File: src/sv/quadratic_probe_hash_table_assert.svh
// ----------------------------------------------------------------------------
// Assertion macros for the quadratic probe hash table
// Shared property forms for same-cycle and next-cycle checks.
// ----------------------------------------------------------------------------
`ifndef QUADRATIC_PROBE_HASH_TABLE_ASSERT_SVH
`define QUADRATIC_PROBE_HASH_TABLE_ASSERT_SVH

// The consequent must hold in the same cycle as the antecedent.
`define QPHT_ASSERT_NOW(label, clk, rst_n, ante, cons, msg) \
  label: assert property (@(posedge clk) disable iff (!rst_n) (ante) |-> (cons)) \
    else $error(msg);

// The consequent must hold in the cycle after the antecedent.
`define QPHT_ASSERT_NEXT(label, clk, rst_n, ante, cons, msg) \
  label: assert property (@(posedge clk) disable iff (!rst_n) (ante) |=> (cons)) \
    else $error(msg);

`endif

File: src/sv/qpht_pkg.sv
// ----------------------------------------------------------------------------
// qpht_pkg
// Types and constants shared by the hash table controller and datapath.
// ----------------------------------------------------------------------------
package qpht_pkg;

  localparam int unsigned VAL_W    = 31;
  localparam int unsigned SIZE_W   = 9;
  localparam int unsigned IDX_W    = 8;
  localparam int unsigned STATUS_W = 2;
  localparam int unsigned MAX_SLOTS = 1 << IDX_W;

  // Remainder unit: REM_BITS quotient bits per cycle.
  localparam int unsigned REM_BITS   = 4;
  localparam int unsigned REM_CYCLES = (VAL_W + REM_BITS - 1) / REM_BITS;
  localparam int unsigned REM_W      = REM_BITS * REM_CYCLES;
  localparam int unsigned REM_CNT_W  = (REM_CYCLES > 1) ? $clog2(REM_CYCLES) : 1;

  localparam logic CMD_INSERT = 1'b0;
  localparam logic CMD_SEARCH = 1'b1;

  localparam logic [STATUS_W-1:0] ST_INSERTED = 2'd0;
  localparam logic [STATUS_W-1:0] ST_FULL     = 2'd1;
  localparam logic [STATUS_W-1:0] ST_FOUND    = 2'd2;
  localparam logic [STATUS_W-1:0] ST_MISSING  = 2'd3;

  typedef struct packed {
    logic                capture;
    logic                rem_start;
    logic                probe_init;
    logic                probe_rd;
    logic                probe_adv;
    logic                write;
    logic                load_out;
    logic [STATUS_W-1:0] status;
  } qpht_cmd_t;

  typedef struct packed {
    logic rem_done;
    logic table_full;
    logic slot_empty;
    logic slot_match;
    logic probe_last;
  } qpht_sts_t;

endpackage

File: src/sv/qpht_ctrl.sv
// ----------------------------------------------------------------------------
// qpht_ctrl
// Request sequencer: remainder, probe loop, and result hand-off.
// ----------------------------------------------------------------------------
`include "quadratic_probe_hash_table_assert.svh"

module qpht_ctrl
  import qpht_pkg::*;
(
  input  logic      clk_i,
  input  logic      rst_ni,
  input  logic      s_axis_tvalid,
  output logic      s_axis_tready,
  input  logic      s_axis_tuser,
  output logic      m_axis_tvalid,
  input  logic      m_axis_tready,
  input  qpht_sts_t sts_i,
  output qpht_cmd_t cmd_o
);

  typedef enum logic [2:0] {
    S_IDLE,
    S_MOD,
    S_READ,
    S_CHECK,
    S_REPLY
  } state_e;

  state_e              state_q;
  logic                ready_q;
  logic                out_valid_q;
  logic                search_q;
  logic [STATUS_W-1:0] status_q;
  logic                accept;
  logic                go_full;
  logic                out_free;

  assign accept   = s_axis_tvalid && ready_q;
  assign go_full  = (s_axis_tuser == CMD_INSERT) && sts_i.table_full;
  assign out_free = !out_valid_q || m_axis_tready;

  always_comb begin
    cmd_o            = '0;
    cmd_o.status     = status_q;
    cmd_o.capture    = accept;
    cmd_o.rem_start  = accept && !go_full;
    cmd_o.probe_init = (state_q == S_MOD) && sts_i.rem_done;
    cmd_o.probe_rd   = (state_q == S_READ);
    cmd_o.load_out   = (state_q == S_REPLY) && out_free;
    if (state_q == S_CHECK) begin
      cmd_o.write     = !search_q && sts_i.slot_empty;
      cmd_o.probe_adv = !sts_i.slot_empty && !(search_q && sts_i.slot_match)
                        && !sts_i.probe_last;
    end
  end

  always_ff @(posedge clk_i or negedge rst_ni) begin
    if (!rst_ni) begin
      state_q     <= S_IDLE;
      ready_q     <= 1'b1;
      out_valid_q <= 1'b0;
      search_q    <= 1'b0;
      status_q    <= ST_INSERTED;
    end else begin
      // A new result replaces one that is being taken in the same cycle.
      if (cmd_o.load_out) begin
        out_valid_q <= 1'b1;
      end else if (m_axis_tready) begin
        out_valid_q <= 1'b0;
      end
      case (state_q)
        S_IDLE: begin
          if (accept) begin
            ready_q  <= 1'b0;
            search_q <= (s_axis_tuser == CMD_SEARCH);
            if (go_full) begin
              status_q <= ST_FULL;
              state_q  <= S_REPLY;
            end else begin
              state_q <= S_MOD;
            end
          end
        end
        S_MOD: begin
          if (sts_i.rem_done) begin
            state_q <= S_READ;
          end
        end
        S_READ: begin
          state_q <= S_CHECK;
        end
        S_CHECK: begin
          if (sts_i.slot_empty) begin
            status_q <= search_q ? ST_MISSING : ST_INSERTED;
            state_q  <= S_REPLY;
          end else if (search_q && sts_i.slot_match) begin
            status_q <= ST_FOUND;
            state_q  <= S_REPLY;
          end else if (sts_i.probe_last) begin
            status_q <= search_q ? ST_MISSING : ST_FULL;
            state_q  <= S_REPLY;
          end else begin
            state_q <= S_READ;
          end
        end
        S_REPLY: begin
          if (out_free) begin
            ready_q <= 1'b1;
            state_q <= S_IDLE;
          end
        end
        default: begin
          state_q <= S_IDLE;
          ready_q <= 1'b1;
        end
      endcase
    end
  end

  assign s_axis_tready = ready_q;
  assign m_axis_tvalid = out_valid_q;

  `QPHT_ASSERT_NOW(a_write_on_empty, clk_i, rst_ni, cmd_o.write, state_q == S_CHECK && sts_i.slot_empty && !search_q, "table write outside an insert into an empty slot")
  `QPHT_ASSERT_NOW(a_load_when_free, clk_i, rst_ni, cmd_o.load_out, !out_valid_q || m_axis_tready, "result loaded over an unread result")
  `QPHT_ASSERT_NEXT(a_busy_after_accept, clk_i, rst_ni, cmd_o.capture, !ready_q && (state_q == S_MOD || state_q == S_REPLY), "request accepted without leaving idle")

endmodule

File: config.mk
export PLATFORM = sky130hd
export DESIGN_NAME = qpht_ctrl
export DESIGN_NICKNAME = d
export VERILOG_FILES = /design/src/sv/qpht_pkg.sv /design/src/sv/qpht_ctrl.sv
export VERILOG_INCLUDE_DIRS = /design/src /design/src/sv
export SDC_FILE = /design/constraint.sdc
export NUM_CORES = 1
export LEC_CHECK = 0
export BUFFER_PORTS_ARGS = -buffer_cell sky130_fd_sc_hd__buf_2
export CORE_AREA = 2 2 39 41
export CTS_CLUSTER_SIZE = 28
export DETAILED_ROUTE_END_ITERATION = 10
export DIE_AREA = 0 0 41 43
export PLACE_DENSITY_LB_ADDON = 0.3
export SKIP_LAST_GASP = 1
export SLEW_MARGIN = 10
export SYNTH_ARGS = -nofsm -noshare
export SYNTH_HDL_FRONTEND = slang
export SYNTH_SLANG_ARGS = --single-unit
export TNS_END_PERCENT = 50
File: constraint.sdc
create_clock -name clk_i -period 1.5 [get_ports clk_i]
set_input_delay 0.3 -clock clk_i [delete_from_list [all_inputs] [get_ports clk_i]]
set_output_delay 0.3 -clock clk_i [all_outputs]
set_load 0.1 [all_outputs]
==> key figures <==
Detailed routing
  • Wire length reported by the detailed router: 1.317 mm
  • DRC violation count after routing: 0
  • ANT nets after route: 0
  • Vias after detailed routing: 514
  • Via-per-instance ratio: 5.039
  • Per-cell routed wire length: 12.91 um
  • Iter 0 DRT Violations: 8
  • Detailed-routing iteration count for the pre-antenna-repair pass: 3

Global route
  • Sum of overflow across all layers after global routing: 0
  • Total global routing track utilization: 18.14%
  • Via count of the first global-routing pass: 504
  • Wire length of the first global-routing pass: 2.145 mm
  • Maximum number of pins on one net before global-route repair: 9
  • Initial antenna violation count: 0

Final layout
  • Number of antenna diodes: 0
  • Design Area, Final: 924.6 um2
  • Layout overhead on the synthesized area: 110.5%
  • Number of nets in the layout: 97
  • Layout cell share with drive strength beyond 1: 69.77%
  • Commonest cells after routing, fill and taps aside: buf_4, buf_2, buf_12
  • Filler instances: 89
  • Most common cell after layout, fill and taps aside: buf_4

Die
  • Overall die area: between 0.0015 and 0.002 mm2
  • Core area: 0.001384 mm2
  • Starting density of the core: around a third
  • IO Count: 21
  • Standard-cell row count: 14
  • Width of the die: ~40 um
  • Die height: 43 um

CTS
  • Number of CTS-inserted buffers: 3
  • Clock H-tree levels: 1
  • Cell chosen for the clock root: clkbuf_4
  • Clock Latency Late Sink: between 0.2 and 0.3 ns
  • Register clock-pin slew on the reported worst setup and hold paths: 0.07 ns
  • Number of sinks driven by the clock tree: 8
  • CTS max path bufs: 2
  • TritonCTS clock tree: built

Place
  • Placement Cell Area: 793.3 um2
  • Detailed placer's ending HPWL: 911.2 um
  • Final weighted congestion in routability-driven placement: between 0.8 and 0.9
  • Buffers on Ports: 20

STA
  • Worst-case setup margin in the final layout: -0.1615 ns
  • Highest Clock Rate: around 600 MHz
  • Number of failing hold endpoints at the final stage: 0
  • Slew Limit Headroom: 67.43%
  • Count of final setup violators: 9
  • Clock tree skew after final layout: 0.01454 ns
  • Final-layout setup total negative slack: -0.9690 ns
  • RSZ-0062 raised after global routing: true
  • Pin slew with the least headroom to its limit: approximately 0.49 ns
  • Max-slew violation total from the final report: 0
  • Shortest period the worst path allows: 1.661 ns
  • Share of the clock period used by the worst path: 110.8%
  • Final worst hold slack: 0.2866 ns

Outcome
  • Violated checks: negative setup slack
  • Run status: complete, but fails checks

Yosys
  • Syn avg cell area: between 9 and 10 um2
  • Area of the mapped netlist: 439.2 um2
  • Largest family of logic cells by synthesized area: simple AND/OR/NAND/NOR gates
  • Sequential fraction of the synthesis area: 45.87%
  • Post-synth ARST share: 100.0%
  • Post-Synth XOR/XNOR Area: 0%
  • Complex-gate fraction of the synthesized area: 15.67%
  • Mux cell area share after synthesis: 3.419%
  • Most area-consuming cells after synthesis: dfrtp_1, dfstp_2, nor2_1
  • Post-synth net total: between 50 and 60
  • Gate count of the mapped netlist: 45
  • Synth cell types: 23
  • EDFF count, synth: 0
  • Commonest register cell after synthesis: dfrtp_1
  • Synth Area in Simple Gates: 27.92%
  • Top cell type by total area after synthesis: dfrtp_1
  • Warnings from Yosys: 0
  • Area share of fa/ha/maj cells after synthesis: 0%
  • Share of the synthesized area in the top cell type: about two fifths
  • Post-synthesis register bit count: 8

Hold path
  • Min-delay worst type: input pin to flop

Setup path
  • Highest net fanout along the worst path: 3
  • Critical path type: flop to primary output
  • Arrival time reported for the critical path endpoint: around 1.4 ns
  • WP data required: 1.20 ns
  • Sort of element at the end of the critical path: primary output
  • CP Launch Type: flop

Run
  • Max-capacitance violation count: 0
==> Yosys cell counts, types with 2 or more instances <==
library cell and n:
nand3b_1 2, inv_1 2, nor2_1 6, nand2_1 3, dfrtp_1 7, nand2b_1 2
a21oi_1 4, a22o_1 2, nor2b_1 3
==> final cells by class <==
class	instances	area, um2	share of cell area, %
well taps	16	20.02	2.165
clock buffers	4	26.28	2.842
flip-flops and latches	8	212.7	23.00
repair buffers	40	380.4	41.14
inverters	2	7.507	0.8119
multi-input cells	32	277.8	30.04
==> worst paths after layout <==
check | from | endpoint | slack (ns) | cells after the start
worst max-delay path | s_axis_tready | cmd_o[7] | -0.16 | 4
worst min-delay path | s_axis_tuser | search_q | 0.29 | 2
worst max register to register | s_axis_tready | search_q | -0.15 | 4
worst min register to register | status_q[1] | status_q[1] | 0.51 | 1
min in group asynchronous | rst_ni | search_q | 0.39 | 2
max in group asynchronous | rst_ni | s_axis_tready | 0.87 | 2
==> worst max-delay path, cell delays in order, from the launching register on <==
cell	delay, ns
dfstp_4	0.63
nand2_4	0.05
buf_6	0.12
nor2_4	0.11
buf_12	0.18
==> per-stage QoR <==
step,worst slack [ns],util (%),instances
finish,-0.1615,66.82,102
detailed placement,-0.02080,57.32,87
floorplan,-0.4087,-,45
global placement,0.008186,57.32,87
global route,-0.2093,66.82,102
CTS,-0.1820,66.00,101
==> flip-flops by register name, summed over array words and instances (netlist names) <==
| name | cells |
|---|---|
| state_q | 3 |
| status_q | 2 |
| m_axis_tvalid | 1 |
| s_axis_tready | 1 |
| search_q | 1 |
==> routing by layer <==
layer  up-vias  GRT usage (%)  part of all wire (%)  wire [um]
met2        15          27.19                    53        698
met1       254          24.17                    40        533
met4         0          8.000                   1.7         23
li1        241              -                     -          -
met3         4          3.665                   4.6         61
met5         -              0                     0          0
==> cells by family (layout without fill, tap and decap cells) <==
family	after synthesis	count (layout)
AO/OA/AOI/OAI	10	10
flip-flops	8	8
buffers and inverters	5	46
multiplexers	1	1
AND/OR/NAND/NOR	21	21
==> what timing repair did <==
action / 4_1_cts / 5_1_grt
gates cloned: 0 / 0
setup endpoints to repair: 8 / 10
endpoints found under the hold margin: 7 / 0
pin swaps: 7 / 1
hold buffers: 1 / 0
setup buffers: 9 / 1
resized for setup: 6 / 1
Power is left out: the tool's default activity adds up to more than one toggle a clock period on the data nets, which glitch-free logic cannot reach.
